`src/rtl/lsm_pkg.sv`:
```
// Shared types, constants and helper functions for the line substring matcher.
package lsm_pkg;

  // Fixed field widths
  localparam int unsigned LSM_BYTE_W      = 8;
  localparam int unsigned LSM_COUNT_W     = 32;
  localparam int unsigned LSM_LEN_W       = 4;
  localparam int unsigned LSM_PATTERN_W   = 64;
  localparam int unsigned LSM_CFG_IDX_W   = 1;

  // Default and largest needle size in bytes
  localparam int unsigned LSM_MAX_NEEDLE_BYTES = 8;

  // Depth of the queue between front and back
  localparam int unsigned LSM_QUEUE_DEPTH = 2;

  localparam logic [LSM_BYTE_W-1:0]  LSM_NEWLINE   = 8'd10;
  localparam logic [LSM_COUNT_W-1:0] LSM_COUNT_MAX = '1;

  // Configuration register indexes
  typedef enum logic [LSM_CFG_IDX_W-1:0] {
    REG_NEEDLE_PATTERN = 1'b0,
    REG_NEEDLE_LENGTH  = 1'b1
  } lsm_reg_t;

  // Input beat
  typedef struct packed {
    logic [LSM_BYTE_W-1:0] text_byte;
    logic                  end_of_text;
  } lsm_in_t;

  // Result beat
  typedef struct packed {
    logic                   occurrence_here;
    logic                   line_finished;
    logic                   line_had_match;
    logic [LSM_COUNT_W-1:0] line_number;
    logic [LSM_COUNT_W-1:0] total_occurrences;
  } lsm_out_t;

  // Classified byte passed from front to back
  typedef struct packed {
    logic [LSM_BYTE_W-1:0] folded;
    logic                  is_newline;
    logic                  last;
  } lsm_item_t;

  // Needle configuration seen by the back end
  typedef struct packed {
    logic [LSM_PATTERN_W-1:0] pattern;
    logic [LSM_LEN_W-1:0]     length;
  } lsm_needle_t;

  // Fold ASCII upper case letters to lower case.
  function automatic logic [LSM_BYTE_W-1:0] lsm_fold(input logic [LSM_BYTE_W-1:0] b);
    logic [LSM_BYTE_W-1:0] r;
    r = b;
    if (b >= 8'h41 && b <= 8'h5A) begin
      r = b + 8'h20;
    end
    return r;
  endfunction

  // Saturating increment of a counter.
  function automatic logic [LSM_COUNT_W-1:0] lsm_sat_inc(input logic [LSM_COUNT_W-1:0] v);
    return (v == LSM_COUNT_MAX) ? v : v + 1'b1;
  endfunction

endpackage

```
`src/rtl/lsm_front.sv`:
```
// Front end: configuration registers, input handshake and byte classification.
module lsm_front (
  input  logic                              clk,
  input  logic                              rst_n,
  input  logic                              in_valid,
  output logic                              in_stall,
  input  lsm_pkg::lsm_in_t                  in_payload,
  input  logic                              cfg_valid,
  output logic                              cfg_ready,
  input  logic [lsm_pkg::LSM_CFG_IDX_W-1:0] cfg_index,
  input  logic [lsm_pkg::LSM_PATTERN_W-1:0] cfg_data,
  input  logic                              queue_full,
  output logic                              push,
  output lsm_pkg::lsm_item_t                item,
  output lsm_pkg::lsm_needle_t              needle
);
  import lsm_pkg::*;

  logic [LSM_PATTERN_W-1:0] pattern_r;
  logic [LSM_LEN_W-1:0]     length_r;
  logic                     cfg_we;

  // Registers are always writable.
  assign cfg_ready = 1'b1;
  assign cfg_we    = cfg_valid & cfg_ready;

  always_ff @(posedge clk) begin
    if (!rst_n) begin
      pattern_r <= '0;
      length_r  <= LSM_LEN_W'(1);
    end else if (cfg_we) begin
      unique case (lsm_reg_t'(cfg_index))
        REG_NEEDLE_PATTERN: pattern_r <= cfg_data;
        REG_NEEDLE_LENGTH:  length_r  <= cfg_data[LSM_LEN_W-1:0];
        default: ;
      endcase
    end
  end

  assign needle.pattern = pattern_r;
  assign needle.length  = length_r;

  // Take a beat whenever the queue has room.
  assign in_stall = queue_full;
  assign push     = in_valid & ~queue_full;

  // Classify the byte on its way into the queue.
  assign item.folded     = lsm_fold(in_payload.text_byte);
  assign item.is_newline = (in_payload.text_byte == LSM_NEWLINE);
  assign item.last       = in_payload.end_of_text;

endmodule

```
`src/rtl/lsm_queue.sv`:
```
// Short FIFO that decouples the front end from the back end.
module lsm_queue (
  input  logic               clk,
  input  logic               rst_n,
  input  logic               push,
  input  lsm_pkg::lsm_item_t wr_item,
  input  logic               pop,
  output lsm_pkg::lsm_item_t rd_item,
  output logic               full,
  output logic               empty
);
  import lsm_pkg::*;

  localparam int unsigned DEPTH = LSM_QUEUE_DEPTH;
  localparam int unsigned PTR_W = (DEPTH > 1) ? $clog2(DEPTH) : 1;
  localparam int unsigned CNT_W = $clog2(DEPTH + 1);
  localparam logic [PTR_W-1:0] LAST_PTR = PTR_W'(DEPTH - 1);

  lsm_item_t         mem [DEPTH];
  logic [PTR_W-1:0]  wr_ptr_r, wr_ptr_nxt;
  logic [PTR_W-1:0]  rd_ptr_r, rd_ptr_nxt;
  logic [CNT_W-1:0]  count_r, count_nxt;

  assign full    = (count_r == CNT_W'(DEPTH));
  assign empty   = (count_r == '0);
  assign rd_item = mem[rd_ptr_r];

  // Storage is written at the tail.
  always_ff @(posedge clk) begin
    if (push) begin
      mem[wr_ptr_r] <= wr_item;
    end
  end

  // Pointer and fill bookkeeping.
  always_comb begin
    wr_ptr_nxt = wr_ptr_r;
    rd_ptr_nxt = rd_ptr_r;
    count_nxt  = count_r;
    if (push) begin
      wr_ptr_nxt = (wr_ptr_r == LAST_PTR) ? '0 : wr_ptr_r + 1'b1;
    end
    if (pop) begin
      rd_ptr_nxt = (rd_ptr_r == LAST_PTR) ? '0 : rd_ptr_r + 1'b1;
    end
    if (push && !pop) begin
      count_nxt = count_r + 1'b1;
    end else if (pop && !push) begin
      count_nxt = count_r - 1'b1;
    end
  end

  always_ff @(posedge clk) begin
    if (!rst_n) begin
      wr_ptr_r <= '0;
      rd_ptr_r <= '0;
      count_r  <= '0;
    end else begin
      wr_ptr_r <= wr_ptr_nxt;
      rd_ptr_r <= rd_ptr_nxt;
      count_r  <= count_nxt;
    end
  end

endmodule

```
`src/rtl/lsm_back.sv`:
```
// Back end: match window, counters and the registered result beat.
module lsm_back #(
  parameter int unsigned MAX_NEEDLE_BYTES = lsm_pkg::LSM_MAX_NEEDLE_BYTES
) (
  input  logic                 clk,
  input  logic                 rst_n,
  input  lsm_pkg::lsm_needle_t needle,
  input  lsm_pkg::lsm_item_t   item,
  input  logic                 queue_empty,
  output logic                 pop,
  output logic                 out_valid,
  input  logic                 out_stall,
  output lsm_pkg::lsm_out_t    out_payload
);
  import lsm_pkg::*;

  localparam int unsigned FILL_W = $clog2(MAX_NEEDLE_BYTES + 1);
  localparam logic [FILL_W-1:0]    FILL_MAX = FILL_W'(MAX_NEEDLE_BYTES);
  localparam logic [LSM_LEN_W-1:0] LEN_MAX  = LSM_LEN_W'(MAX_NEEDLE_BYTES);

  logic [MAX_NEEDLE_BYTES-1:0][LSM_BYTE_W-1:0] window_r, window_nxt;
  logic [FILL_W-1:0]      fill_r, fill_nxt, fill_shift;
  logic [LSM_COUNT_W-1:0] line_cnt_r, line_cnt_nxt;
  logic [LSM_COUNT_W-1:0] occ_cnt_r, occ_cnt_nxt, occ_cnt_here;
  logic                   flag_r, flag_nxt, flag_here;
  logic                   out_valid_r, out_valid_nxt;
  lsm_out_t               out_payload_r, out_payload_nxt;

  logic [LSM_LEN_W-1:0]                      eff_len;
  logic [MAX_NEEDLE_BYTES-1:0][LSM_BYTE_W-1:0] window_shift;
  logic [MAX_NEEDLE_BYTES-1:0]               byte_ok;
  logic                                      match;
  logic                                      occ;

  // Advance when a beat waits and the output register is free or draining.
  assign pop = ~queue_empty & (~out_valid_r | ~out_stall);

  // Clamp the configured length to the usable range.
  always_comb begin
    if (needle.length == '0) begin
      eff_len = LSM_LEN_W'(1);
    end else if (needle.length > LEN_MAX) begin
      eff_len = LEN_MAX;
    end else begin
      eff_len = needle.length;
    end
  end

  // Window after shifting in the new byte; slot zero is the newest.
  always_comb begin
    for (int k = MAX_NEEDLE_BYTES - 1; k > 0; k--) begin
      window_shift[k] = window_r[k-1];
    end
    window_shift[0] = item.folded;
    fill_shift = (fill_r < FILL_MAX) ? fill_r + 1'b1 : fill_r;
  end

  // Parallel compare of each window slot against its aligned needle byte.
  always_comb begin
    logic [LSM_LEN_W-1:0] pos;
    logic [LSM_PATTERN_W-1:0] shifted;
    for (int k = 0; k < MAX_NEEDLE_BYTES; k++) begin
      pos     = eff_len - LSM_LEN_W'(k + 1);
      shifted = needle.pattern >> {pos, 3'b000};
      byte_ok[k] = (LSM_LEN_W'(k) >= eff_len) ||
                   (window_shift[k] == lsm_fold(shifted[LSM_BYTE_W-1:0]));
    end
    match = (&byte_ok) && (LSM_LEN_W'(fill_shift) >= eff_len);
  end

  // Result of the current beat and the state it leaves behind.
  always_comb begin
    occ          = ~item.is_newline & match;
    occ_cnt_here = occ ? lsm_sat_inc(occ_cnt_r) : occ_cnt_r;
    flag_here    = flag_r | occ;

    out_payload_nxt.occurrence_here   = occ;
    out_payload_nxt.line_finished     = item.is_newline | item.last;
    out_payload_nxt.line_had_match    = (item.is_newline | item.last) & flag_here;
    out_payload_nxt.line_number       = line_cnt_r;
    out_payload_nxt.total_occurrences = occ_cnt_here;

    window_nxt = item.is_newline ? window_r : window_shift;
    priority if (item.last) begin
      fill_nxt     = '0;
      line_cnt_nxt = LSM_COUNT_W'(1);
      occ_cnt_nxt  = '0;
      flag_nxt     = 1'b0;
    end else if (item.is_newline) begin
      fill_nxt     = '0;
      line_cnt_nxt = lsm_sat_inc(line_cnt_r);
      occ_cnt_nxt  = occ_cnt_here;
      flag_nxt     = 1'b0;
    end else begin
      fill_nxt     = fill_shift;
      line_cnt_nxt = line_cnt_r;
      occ_cnt_nxt  = occ_cnt_here;
      flag_nxt     = flag_here;
    end
  end

  assign out_valid_nxt = pop | (out_valid_r & out_stall);

  // Window bytes carry no reset; the fill count gates every compare.
  always_ff @(posedge clk) begin
    if (pop) begin
      window_r      <= window_nxt;
      out_payload_r <= out_payload_nxt;
    end
  end

  always_ff @(posedge clk) begin
    if (!rst_n) begin
      fill_r      <= '0;
      line_cnt_r  <= LSM_COUNT_W'(1);
      occ_cnt_r   <= '0;
      flag_r      <= 1'b0;
      out_valid_r <= 1'b0;
    end else begin
      out_valid_r <= out_valid_nxt;
      if (pop) begin
        fill_r     <= fill_nxt;
        line_cnt_r <= line_cnt_nxt;
        occ_cnt_r  <= occ_cnt_nxt;
        flag_r     <= flag_nxt;
      end
    end
  end

  assign out_valid   = out_valid_r;
  assign out_payload = out_payload_r;

endmodule

```
`src/rtl/line_substring_matcher.sv`:
```
// Top level of the case-insensitive, line-bounded substring matcher.
//
// The block scans text at one byte per clock cycle unless a stall holds it, and
// returns one result beat per input beat, in order. A front end folds each byte
// to lower case, spots newlines and pushes the byte into a two-entry queue; the
// back end shifts it into a window of the latest MAX_NEEDLE_BYTES bytes, compares
// every position against the needle in parallel and updates the occurrence and
// line counters before loading the output register. Each byte passes through a
// queue entry and then the output register, and the input keeps flowing while a
// finished result waits, until the queue is full. Both counters saturate, and a
// beat with end_of_text set starts a fresh text on the next beat. The needle
// registers are written through the cfg port, which is always ready; write
// them only while no beat is in flight.
module line_substring_matcher #(
  parameter int unsigned MAX_NEEDLE_BYTES = lsm_pkg::LSM_MAX_NEEDLE_BYTES
) (
  input  logic                              clk,
  input  logic                              rst_n,
  input  logic                              in_valid,
  output logic                              in_stall,
  input  lsm_pkg::lsm_in_t                  in_payload,
  output logic                              out_valid,
  input  logic                              out_stall,
  output lsm_pkg::lsm_out_t                 out_payload,
  input  logic                              cfg_valid,
  output logic                              cfg_ready,
  input  logic [lsm_pkg::LSM_CFG_IDX_W-1:0] cfg_index,
  input  logic [lsm_pkg::LSM_PATTERN_W-1:0] cfg_data
);
  import lsm_pkg::*;

  logic        push;
  logic        pop;
  logic        queue_full;
  logic        queue_empty;
  lsm_item_t   front_item;
  lsm_item_t   back_item;
  lsm_needle_t needle;

  // Handshake, configuration and classification.
  lsm_front u_front (
    .clk        (clk),
    .rst_n      (rst_n),
    .in_valid   (in_valid),
    .in_stall   (in_stall),
    .in_payload (in_payload),
    .cfg_valid  (cfg_valid),
    .cfg_ready  (cfg_ready),
    .cfg_index  (cfg_index),
    .cfg_data   (cfg_data),
    .queue_full (queue_full),
    .push       (push),
    .item       (front_item),
    .needle     (needle)
  );

  // Decoupling queue.
  lsm_queue u_queue (
    .clk     (clk),
    .rst_n   (rst_n),
    .push    (push),
    .wr_item (front_item),
    .pop     (pop),
    .rd_item (back_item),
    .full    (queue_full),
    .empty   (queue_empty)
  );

  // Matching and counting.
  lsm_back #(
    .MAX_NEEDLE_BYTES (MAX_NEEDLE_BYTES)
  ) u_back (
    .clk         (clk),
    .rst_n       (rst_n),
    .needle      (needle),
    .item        (back_item),
    .queue_empty (queue_empty),
    .pop         (pop),
    .out_valid   (out_valid),
    .out_stall   (out_stall),
    .out_payload (out_payload)
  );

endmodule

```
`config.mk`:
```
export PLATFORM = sky130hd
export DESIGN_NAME = line_substring_matcher
export DESIGN_NICKNAME = d
export VERILOG_FILES = /design/src/rtl/lsm_pkg.sv /design/src/rtl/lsm_front.sv /design/src/rtl/lsm_queue.sv /design/src/rtl/lsm_back.sv /design/src/rtl/line_substring_matcher.sv
export SDC_FILE = /design/constraint.sdc
export NUM_CORES = 1
export LEC_CHECK = 0
export ABC_AREA = 0
export BUFFER_PORTS_ARGS = -buffer_cell sky130_fd_sc_hd__buf_2
export CELL_PAD_IN_SITES_DETAIL_PLACEMENT = 0
export CELL_PAD_IN_SITES_GLOBAL_PLACEMENT = 2
export CORE_ASPECT_RATIO = 1.1
export CORE_UTILIZATION = 41
export CTS_CLUSTER_SIZE = 10
export DETAILED_ROUTE_END_ITERATION = 10
export PLACE_DENSITY_LB_ADDON = 0.25
export SYNTH_ARGS = -nofsm -noshare
export SYNTH_HDL_FRONTEND = slang
export SYNTH_SLANG_ARGS = --single-unit
```
`constraint.sdc`:
```
create_clock -name clk -period 9.4 [get_ports clk]
set_input_delay 1.41 -clock clk [delete_from_list [all_inputs] [get_ports clk]]
set_output_delay 1.41 -clock clk [all_outputs]
set_load 0.02 [all_outputs]
```
==> reports/qor.txt, run 1 <==
clock sink total -> 286
GPL Wtd Cong -> 1.002
Clock Tree Buf Depth -> 3
# resized after CTS -> 0
Post-Syn Nets -> 1,907
slew margin rel. -> 32.69%
cts bufs inserted -> 35
vias per inst -> 5.936
PD cells -> 220.7 nW/um^2
clock skew -> 0.02380 ns
ys async rst share -> 0%
1st-iter DRT viols -> 1,095
vias -> 14.43k
crit-path max FO -> 44
Top FF cell, synth -> edfxtp_1
Crit Path Category -> register to register
clk_lat worst skew -> 0.53 ns
share of cells above drive strength 1 -> 15.55%
Fin. Hold Viols -> 0
Rows -> 77
Initial Util -> 41.52%
final setup vio count -> 0
TNS Setup -> 0 ns
core area -> 40,170 um^2
startpoint types -> register
die area -> 41,500 um^2
Area Growth Syn to Fin -> 12.20%
IO buf count -> 147
outcome -> completed
Worst-path clk slew -> 0.06 ns
register bit total from synthesis -> 286
CTS root buf -> clkbuf_16
CP required -> 9.81 ns
Mapped Cells -> 1,810
Syn Area/Cell -> 9.216 um^2
Die Y -> 213.6 um
worst setup margin -> 2.476 ns
nets -> 1,993
initial antenna violation count -> 2
sequential area share after synthesis -> 42.90%
commonest cells after routing, fill and taps aside -> nand2_1, buf_2, edfxtp_1, dfxtp_1, a21oi_1
slew at the pin closest to its max-slew limit -> 1.006 ns
CTS Hold Bufs -> 0
gr usage total -> 26.56%
max-cap violations -> 0
LEAKAGE -> 6.867 nW
commonest non-fill, non-tap cell in the layout -> nand2_1
die width -> 194.3 um
Post-DRT Antenna Nets -> 0
remaining global-route overflow -> 0
filler cell count -> 3,906
Clock H-tree levels -> 2
VDD IR max -> 171.1 uV
largest net degree at the start of global routing -> 86
utilization after layout -> 46.59%
Setup WS pre-CTS -> 2.637 ns
Syn. warnings -> 0
Hold Path Class -> register to register
area of the multi-input gates -> 8783 um^2
Post-synth EDFFs -> 143
wire per inst -> 22.81 um
CTS tree -> done
IO Count -> 149
Worst Path Arrival -> 7.34 ns
setup bufs post-CTS -> 0
FMAX -> 144.4 MHz
1st-pass router iterations -> 6
post-detail-place hpwl -> 40,280 um
Cell Area, Synth -> 16,680 um^2
drc violations -> 0
first-pass GRT wire length -> 83,950 um
routed wire length -> 55,450 um
vias in the first global route -> 13.81k
clock period minus worst slack -> 6.924 ns
element type at the critical path end -> register
Final period util -> 73.66%
Final Max Slew Viols -> 0
unrepaired setup endpoints after global routing -> no
sequential cell area -> 7159 um^2
Yosys cell types -> 105
[cell usage after synthesis, types with 18 or more instances]
master	number	area (um^2)
nand2_1	259	972.2
dfxtp_1	143	2863
edfxtp_1	143	4294
a21oi_1	134	670.6
nor2_1	115	431.7
nand3_1	73	365.4
clkbuf_1	69	259.0
o21ai_0	66	330.3
mux2i_1	59	590.6
xor2_1	56	490.5
xnor2_1	54	473.0
inv_1	53	198.9
and3_1	38	237.7
nor3_1	28	140.1
or3_1	27	168.9
a31oi_1	21	131.4
mux2_2	21	236.5
buf_2	20	100.1
nand4_1	20	125.1
o211ai_1	20	150.1
nand2b_1	19	118.9
nor2b_1	19	118.9
nor4_1	19	118.9
o22ai_1	19	118.9
ha_1	18	225.2
[layer usage]
metal  wire length [um]  GRT usage [%]  vias to the layer above
li1                   -              -                     6824
met2              26570          44.64                      468
met3               2867          4.011                      118
met1              22960          32.97                     7018
met4               3039          14.67                        2
met5                 10              0                        -
[cell families (layout without fill, tap and decap cells)]
| group | count (synthesis) | count (layout) | share of synthesized area [%] |
|---|---|---|---|
| xor gates and xnor gates | 112 | 112 | 6.083 |
| muxes | 99 | 99 | 7.276 |
| adders and majority gates | 19 | 19 | 1.410 |
| DFF | 286 | 286 | 42.90 |
| other | 1 | 2 | 0.02248 |
| buffers and inverters | 173 | 280 | 4.628 |
| AOI/OAI and AO/OA | 418 | 418 | 16.76 |
| and+or+nand+nor | 702 | 702 | 20.91 |
[area by class of cell]
| class | count | area share (%) |
|---|---|---|
| antenna | 1 | 0.01337 |
| clock buffer | 54 | 5.335 |
| tap | 513 | 3.429 |
| sequential | 286 | 38.25 |
| clock inverter | 4 | 0.1805 |
| timing repair buffer | 168 | 4.773 |
| multi-input combinational | 1351 | 46.93 |
| inverter | 54 | 1.090 |
[state kept, by name, indices dropped and copies added, names as in the netlist, named ones only]
register            flops
u_back.out_payload     67
u_front.pattern_r      64
u_back.window_r        56
u_back.line_cnt_r      32
u_back.occ_cnt_r       32
u_queue.mem            20
u_back.fill_r           4
u_front.length_r        4
u_queue.count_r         2
u_back.flag_r           1
u_back.out_valid        1
u_queue.rd_ptr_r        1
u_queue.wr_ptr_r        1
[power breakdown]
group	internal, mW	switching (mW)
registers	1.63	0.178
clock network	0.729	0.515
logic	0.343	0.740
[worst paths after layout]
path                            slack, ns  depth (start not counted)                    end                   from
worst min-delay path                 0.46                          2  u_front.pattern_r[56]  u_front.pattern_r[56]
worst min register to register       0.46                          2  u_front.pattern_r[56]  u_front.pattern_r[56]
worst max register to register       2.48                         20   u_back.occ_cnt_r[14]    u_front.length_r[1]
worst max-delay path                 2.48                         20   u_back.occ_cnt_r[14]    u_front.length_r[1]
[metrics by stage]
stage | hold WS, ns | total power, mW | area [um^2] | instances
finish | 0.4601 | 4.131 | 18720 | 2431
global route | 0.4753 | 4.330 | 18710 | 2430
CTS | 0.4682 | 4.173 | 18710 | 2430
detailed placement | 0.4534 | 2.908 | 17680 | 2372
global placement | 0.4363 | 2.906 | 17680 | 2372
floorplan | 0.4264 | 2.514 | 16680 | 1810
[worst max-delay path, cell delays in order (launching register included)]
cell	delay, ns
dfxtp_1	0.32
buf_4	0.42
o21ba_4	0.46
nor2_4	0.20
ha_1	0.81
inv_1	0.52
mux4_2	0.46
nand2_1	0.12
inv_1	0.06
ha_1	0.28
o21bai_1	0.16
o2111ai_1	0.19
o311ai_0	0.16
mux2i_1	0.15
o211ai_1	0.23
a21oi_1	0.21
nand4_1	0.14
a2111oi_4	0.66
nand3_2	0.49
or2_1	0.39
a221o_1	0.33
Power figures use the tool's default switching activity.
==> run 2, diff against run 1 <==
--- a/config.mk
+++ b/config.mk
@@ -10,7 +10,7 @@
 export CELL_PAD_IN_SITES_DETAIL_PLACEMENT = 0
 export CELL_PAD_IN_SITES_GLOBAL_PLACEMENT = 2
 export CORE_ASPECT_RATIO = 1.1
-export CORE_UTILIZATION = 41
+export CORE_UTILIZATION = 34
 export CTS_CLUSTER_SIZE = 10
 export DETAILED_ROUTE_END_ITERATION = 10
 export PLACE_DENSITY_LB_ADDON = 0.25
==> constraint.sdc (replaced) <==
create_clock -name clk -period 5.8 [get_ports clk]
set_input_delay 0.87 -clock clk [delete_from_list [all_inputs] [get_ports clk]]
set_output_delay 0.87 -clock clk [all_outputs]
set_load 0.02 [all_outputs]
==> reports/qor.txt, run 2 (synthesis results as in run 1) <==
outcome -> completed (unchanged)
RR Startpoint -> u_front.length_r[1] (unchanged)
Worst-path clk slew -> 0.06 ns (about the same)
Area Growth Syn to Fin -> 15.32% (was 12.20%)
GPL Wtd Cong -> 0.9844 (was 1.002)
hold path startpoint -> u_front.pattern_r[57] (was u_front.pattern_r[56])
IO Count -> 149 (unchanged)
R2R cell count -> 20 (unchanged)
worst setup margin -> 0.3537 ns (was 2.476 ns)
startpoint types -> register (unchanged)
clock skew -> 0.03293 ns (was 0.02380 ns)
Initial Util -> 34.65% (was 41.52%)
vias per inst -> 5.575 (was 5.936)
1st-pass router iterations -> 6 (unchanged)
Die Y -> 234.3 um (was 213.6 um)
register-to-register setup slack -> 0.35 ns (was 2.48 ns)
CP required -> 6.25 ns (was 9.81 ns)
VDD IR max -> 224.7 uV (was 171.1 uV)
PD cells -> 353.0 nW/um^2 (was 220.7 nW/um^2)
Placed Area -> 18,140 um^2 (was 17,680 um^2)
1st-iter DRT viols -> 1,133 (was 1,095)
post-detail-place hpwl -> 43,850 um (was 40,280 um)
Ant. Diodes -> 0 (was 1)
share of cells above drive strength 1 -> 17.33% (was 15.55%)
WL met3 -> 3372 um (was 2867 um)
clock sink total -> 286 (unchanged)
WL met2 -> 28,490 um (was 26,570 um)
Final Max Slew Viols -> 0 (unchanged)
Design Area, Final -> 19,240 um^2 (was 18,720 um^2)
max-cap violations -> 0 (unchanged)
slew at the pin closest to its max-slew limit -> 1.116 ns (was 1.006 ns)
IO buf count -> 147 (unchanged)
crit-path max FO -> 11 (was 44)
unrepaired setup endpoints after global routing -> no (unchanged)
clock period minus worst slack -> 5.446 ns (was 6.924 ns)
initial antenna violation count -> 2 (unchanged)
CTS root buf -> clkbuf_16 (unchanged)
Worst Path Arrival -> 5.90 ns (was 7.34 ns)
max reg flops -> 67 (unchanged)
first-pass GRT wire length -> 89,120 um (was 83,950 um)
core area -> 48,140 um^2 (was 40,170 um^2)
Hold Path Class -> register to register (unchanged)
commonest cells after routing, fill and taps aside -> nand2_1, buf_2, edfxtp_1, dfxtp_1, a21oi_1 (unchanged)
Fin. Hold Viols -> 0 (unchanged)
WL met1 -> 24,870 um (was 22,960 um)
reg2reg end -> u_back.occ_cnt_r[5] (was u_back.occ_cnt_r[14])
TNS Setup -> 0 ns (unchanged)
WHS Path Cells -> 2 (unchanged)
Critical path origin -> u_front.length_r[1] (unchanged)
largest net degree at the start of global routing -> 80 (was 86)
final setup vio count -> 0 (unchanged)
vias in the first global route -> 14.34k (was 13.81k)
Rows -> 84 (was 77)
cts bufs inserted -> 36 (was 35)
vias -> 14.53k (was 14.43k)
Crit Path Category -> register to register (unchanged)
clk_lat worst skew -> 0.55 ns (was 0.53 ns)
Setup WS pre-CTS -> 0.2338 ns (was 2.637 ns)
top sig layer -> met5 (unchanged)
element type at the critical path end -> register (unchanged)
LEAKAGE -> 7.087 nW (was 6.867 nW)
die area -> 49,950 um^2 (was 41,500 um^2)
commonest non-fill, non-tap cell in the layout -> nand2_1 (unchanged)
Clock H-tree levels -> 2 (unchanged)
CTS tree -> done (unchanged)
wire per inst -> 22.79 um (was 22.81 um)
Critical Path Sink -> u_back.occ_cnt_r[5] (was u_back.occ_cnt_r[14])
Final period util -> 93.90% (was 73.66%)
Total Power -> 6.791 mW (was 4.131 mW)
remaining global-route overflow -> 0 (unchanged)
FMAX -> 183.6 MHz (was 144.4 MHz)
Post-DRT Antenna Nets -> 0 (unchanged)
utilization after layout -> 39.96% (was 46.59%)
die width -> 213.2 um (was 194.3 um)
nets -> 2,034 (was 1,993)
drc violations -> 0 (unchanged)
gr usage total -> 23.84% (was 26.56%)
CTS Hold Bufs -> 0 (unchanged)
routed wire length -> 59,410 um (was 55,450 um)
slew margin rel. -> 25.03% (was 32.69%)
Clock Tree Buf Depth -> 3 (unchanged)
[run 2: worst max-delay path, stage by stage (launching register included)]
cell and delay [ns]:
dfxtp_1 0.37, nor2b_2 0.40, inv_1 0.15, ha_1 0.58, buf_4 0.28, mux2i_1 0.09
a211o_1 0.39, inv_1 0.13, ha_1 0.25, o21bai_1 0.16, o2111ai_1 0.19, o311ai_0 0.15
mux2i_1 0.14, o211ai_1 0.21, a21oi_1 0.20, nand4_1 0.18, a2111oi_4 0.50, buf_4 0.22
nand4_1 0.17, or3_1 0.40, a31oi_1 0.18
[run 2: cell type report]
type	instances	area [um^2]
fillers	4906	28900
multi-input cells	1351	8795
flip-flops and latches	286	7159
repair buffers	208	1219
clock buffers	58	1013
well taps	645	807.0
inverters	54	203.9
clock inverters	5	38.79
[run 2: stage by stage]
stage	hold slack, ns	std cells
detailed placement	0.4570	2540
floorplan	0.4264	1810
global route	0.4845	2607
finish	0.4680	2607
global placement	0.4543	2540
CTS	0.4645	2603
[run 2: timing repair]
action | 4_1_cts | 5_1_grt
setup endpoints to repair | 0 | 19
resized for setup | 0 | 3
setup buffers | 0 | 4
[run 2: how the worst min path moves through the flow]
| stage | slack (ns) | endpoint |
|---|---|---|
| 3_3_place_gp | 0.45 | u_front.pattern_r[58] |
| 5_1_grt | 0.48 | u_back.window_r[47] |
| 2_1_floorplan | 0.43 | u_back.window_r[15] |
| 3_5_place_dp | 0.46 | u_front.pattern_r[57] |
| 4_1_cts | 0.46 | u_front.pattern_r[57] |
| 6_report | 0.47 | u_front.pattern_r[57] |
[run 2: metal layers]
layer	track usage, %	vias up
met2	40.83	469
li1	-	6899
met4	10.47	2
met3	3.656	119
met5	0	-
met1	29.55	7044
[run 2: power breakdown]
group / internal [mW] / switching, mW
Combinational: 0.600 / 1.25
Clock: 1.19 / 0.849
Sequential: 2.63 / 0.266
Total: 4.43 / 2.36
==> run 3, diff against run 2 <==
--- a/config.mk
+++ b/config.mk
@@ -13,7 +13,7 @@
 export CORE_UTILIZATION = 34
 export CTS_CLUSTER_SIZE = 10
 export DETAILED_ROUTE_END_ITERATION = 10
-export PLACE_DENSITY_LB_ADDON = 0.25
+export PLACE_DENSITY_LB_ADDON = 0.1
 export SYNTH_ARGS = -nofsm -noshare
 export SYNTH_HDL_FRONTEND = slang
 export SYNTH_SLANG_ARGS = --single-unit
==> reports/qor.txt, run 3 (synthesis results as in run 1) <==
hold slack -> 0.4433 ns (was 0.4680 ns)
Initial Util -> 34.65% (unchanged)
vias in the first global route -> 14.04k (was 14.34k)
first-pass GRT wire length -> 89,270 um (was 89,120 um)
Crit-path slowest cell -> dfxtp_1 (was ha_1)
GPL Wtd Cong -> 0.9042 (was 0.9844)
initial antenna violation count -> 0 (was 2)
max reg flops -> 67 (unchanged)
clock period minus worst slack -> 5.370 ns (was 5.446 ns)
element type at the critical path end -> register (unchanged)
Post-DRT Antenna Nets -> 0 (unchanged)
commonest cells after routing, fill and taps aside -> nand2_1, buf_2, edfxtp_1, dfxtp_1, a21oi_1 (unchanged)
# resized after CTS -> 0 (unchanged)
Worst-path clk slew -> 0.06 ns (about the same)
final setup vio count -> 0 (unchanged)
filler cell count -> 4,970 (was 4,906)
clock skew -> 0.02057 ns (was 0.03293 ns)
non-filler cells, final -> 2,600 (was 2,607)
drc violations -> 0 (unchanged)
IO buf count -> 147 (unchanged)
routed wire length -> 60,030 um (was 59,410 um)
CTS root buf -> clkbuf_16 (unchanged)
slew at the pin closest to its max-slew limit -> 1.099 ns (was 1.116 ns)
sequential cell area -> 7159 um^2 (unchanged)
Fin. Hold Viols -> 0 (unchanged)
setup bufs post-CTS -> 0 (unchanged)
1st-iter DRT viols -> 978 (was 1,133)
crit-path leading delay family -> compound AO/OA/AOI/OAI gates (unchanged)
slew margin rel. -> 26.49% (was 25.03%)
Area Growth Syn to Fin -> 15.57% (was 15.32%)
crit-path max FO -> 25 (was 11)
die area -> 49,950 um^2 (unchanged)
Die Y -> 234.3 um (unchanged)
Placed Cells -> 2,540 (unchanged)
commonest non-fill, non-tap cell in the layout -> nand2_1 (unchanged)
Clock H-tree levels -> 2 (unchanged)
1st-pass router iterations -> 6 (unchanged)
cell breakdown of the critical path -> buf_4 -> nor2b_1 -> nor2_1 -> o21ai_0 -> o22ai_1 -> nor2b_1 -> ha_1 -> inv_1 -> nor3_1 -> a2111oi_0 -> o2111ai_1 -> a22oi_1 -> nand4_1 -> a2111oi_4 -> buf_4 -> nand4_1 -> or3_1 -> a31oi_1 (was nor2b_2 -> inv_1 -> ha_1 -> buf_4 -> mux2i_1 -> a211o_1 -> inv_1 -> ha_1 -> o21bai_1 -> o2111ai_1 -> o311ai_0 -> mux2i_1 -> o211ai_1 -> a21oi_1 -> nand4_1 -> a2111oi_4 -> buf_4 -> nand4_1 -> or3_1 -> a31oi_1)
Hold Path Class -> register to register (unchanged)
Final period util -> 92.59% (was 93.90%)
Max stage delay on crit path -> 0.57 ns (was 0.58 ns)
share of cells above drive strength 1 -> 17.19% (was 17.33%)
largest net degree at the start of global routing -> 86 (was 80)
Final Max Slew Viols -> 0 (unchanged)
vias per inst -> 5.595 (was 5.575)
clock sink total -> 286 (unchanged)
outcome -> completed (unchanged)
unrepaired setup endpoints after global routing -> no (unchanged)
CP required -> 6.28 ns (was 6.25 ns)
die width -> 213.2 um (unchanged)
CP bufs+invs -> 3 (was 4)
CTS Hold Bufs -> 0 (unchanged)
nets -> 2,030 (was 2,034)
Rows -> 84 (unchanged)
PD cells -> 358.3 nW/um^2 (was 353.0 nW/um^2)
gr usage total -> 24.01% (was 23.84%)
cts bufs inserted -> 36 (unchanged)
clk_lat worst skew -> 0.56 ns (was 0.55 ns)
post-detail-place hpwl -> 44,550 um (was 43,850 um)
Crit Path Category -> register to register (unchanged)
vias -> 14.55k (was 14.53k)
area of the multi-input gates -> 8793 um^2 (was 8795 um^2)
core area -> 48,140 um^2 (unchanged)
Ant. Diodes -> 0 (unchanged)
LEAKAGE -> 7.097 nW (was 7.087 nW)
startpoint types -> register (unchanged)
VDD IR max -> 205.2 uV (was 224.7 uV)
FMAX -> 186.2 MHz (was 183.6 MHz)
TNS Setup -> 0 ns (unchanged)
wire per inst -> 23.09 um (was 22.79 um)
max-cap violations -> 0 (unchanged)
CTS tree -> done (unchanged)
IO Count -> 149 (unchanged)
Clock Tree Buf Depth -> 3 (unchanged)
remaining global-route overflow -> 0 (unchanged)
Worst Path Arrival -> 5.85 ns (was 5.90 ns)
==> run 3: worst reg2reg max path: stages, from the launching register on <==
cell,delay (ns)
dfxtp_1,0.57
buf_4,0.40
nor2b_1,0.13
nor2_1,0.41
o21ai_0,0.19
o22ai_1,0.36
nor2b_1,0.20
ha_1,0.24
inv_1,0.07
nor3_1,0.05
a2111oi_0,0.30
o2111ai_1,0.38
a22oi_1,0.29
nand4_1,0.17
a2111oi_4,0.50
buf_4,0.22
nand4_1,0.22
or3_1,0.44
a31oi_1,0.16
==> run 3: final cells by class <==
type / count / area share, %
timing repair buffer: 204 / 6.101
clock buffer: 52 / 5.140
multi-input combinational: 1351 / 45.61
tap: 645 / 4.186
inverter: 54 / 1.058
sequential: 286 / 37.14
clock inverter: 8 / 0.7658
==> run 3: final timing paths <==
path	startpoint	endpoint	slack, ns	cells after the start
worst max-delay path	u_front.length_r[2]	u_back.occ_cnt_r[3]	0.43	18
worst min register to register	u_back.window_r[7]	u_back.window_r[15]	0.44	0
worst max register to register	u_front.length_r[2]	u_back.occ_cnt_r[3]	0.43	18
worst min-delay path	u_back.window_r[7]	u_back.window_r[15]	0.44	0
==> run 3: metal layers <==
layer | GRT usage [%] | part of all wire, % | vias up
li1 | - | - | 6882
met1 | 30.21 | 42 | 7123
met2 | 40.89 | 49 | 438
met3 | 2.960 | 4.6 | 105
met4 | 11.07 | 4.6 | 0
met5 | 0 | 0 | -
==> run 3: power by group <==
group	switching (mW)	internal (mW)	leakage (nW)	total (mW)
combinational	1.24	0.589	4.02	1.83
sequential	0.283	2.64	2.53	2.92
clock	0.878	1.28	0.543	2.16
total	2.40	4.51	7.10	6.91
==> run 3: stage by stage <==
step / instance area, um^2 / power, mW / worst slack (ns) / utilization, %
6_report: 19280 / 6.908 / 0.4296 / 40.05
4_1_cts: 19270 / 7.009 / 0.3631 / 40.02
3_3_place_gp: 18130 / 4.793 / 0.3853 / 37.66
2_1_floorplan: 16680 / 4.074 / 0.6478 / -
5_1_grt: 19280 / 7.242 / 0.07293 / 40.05
3_5_place_dp: 18130 / 4.795 / 0.3697 / 37.66
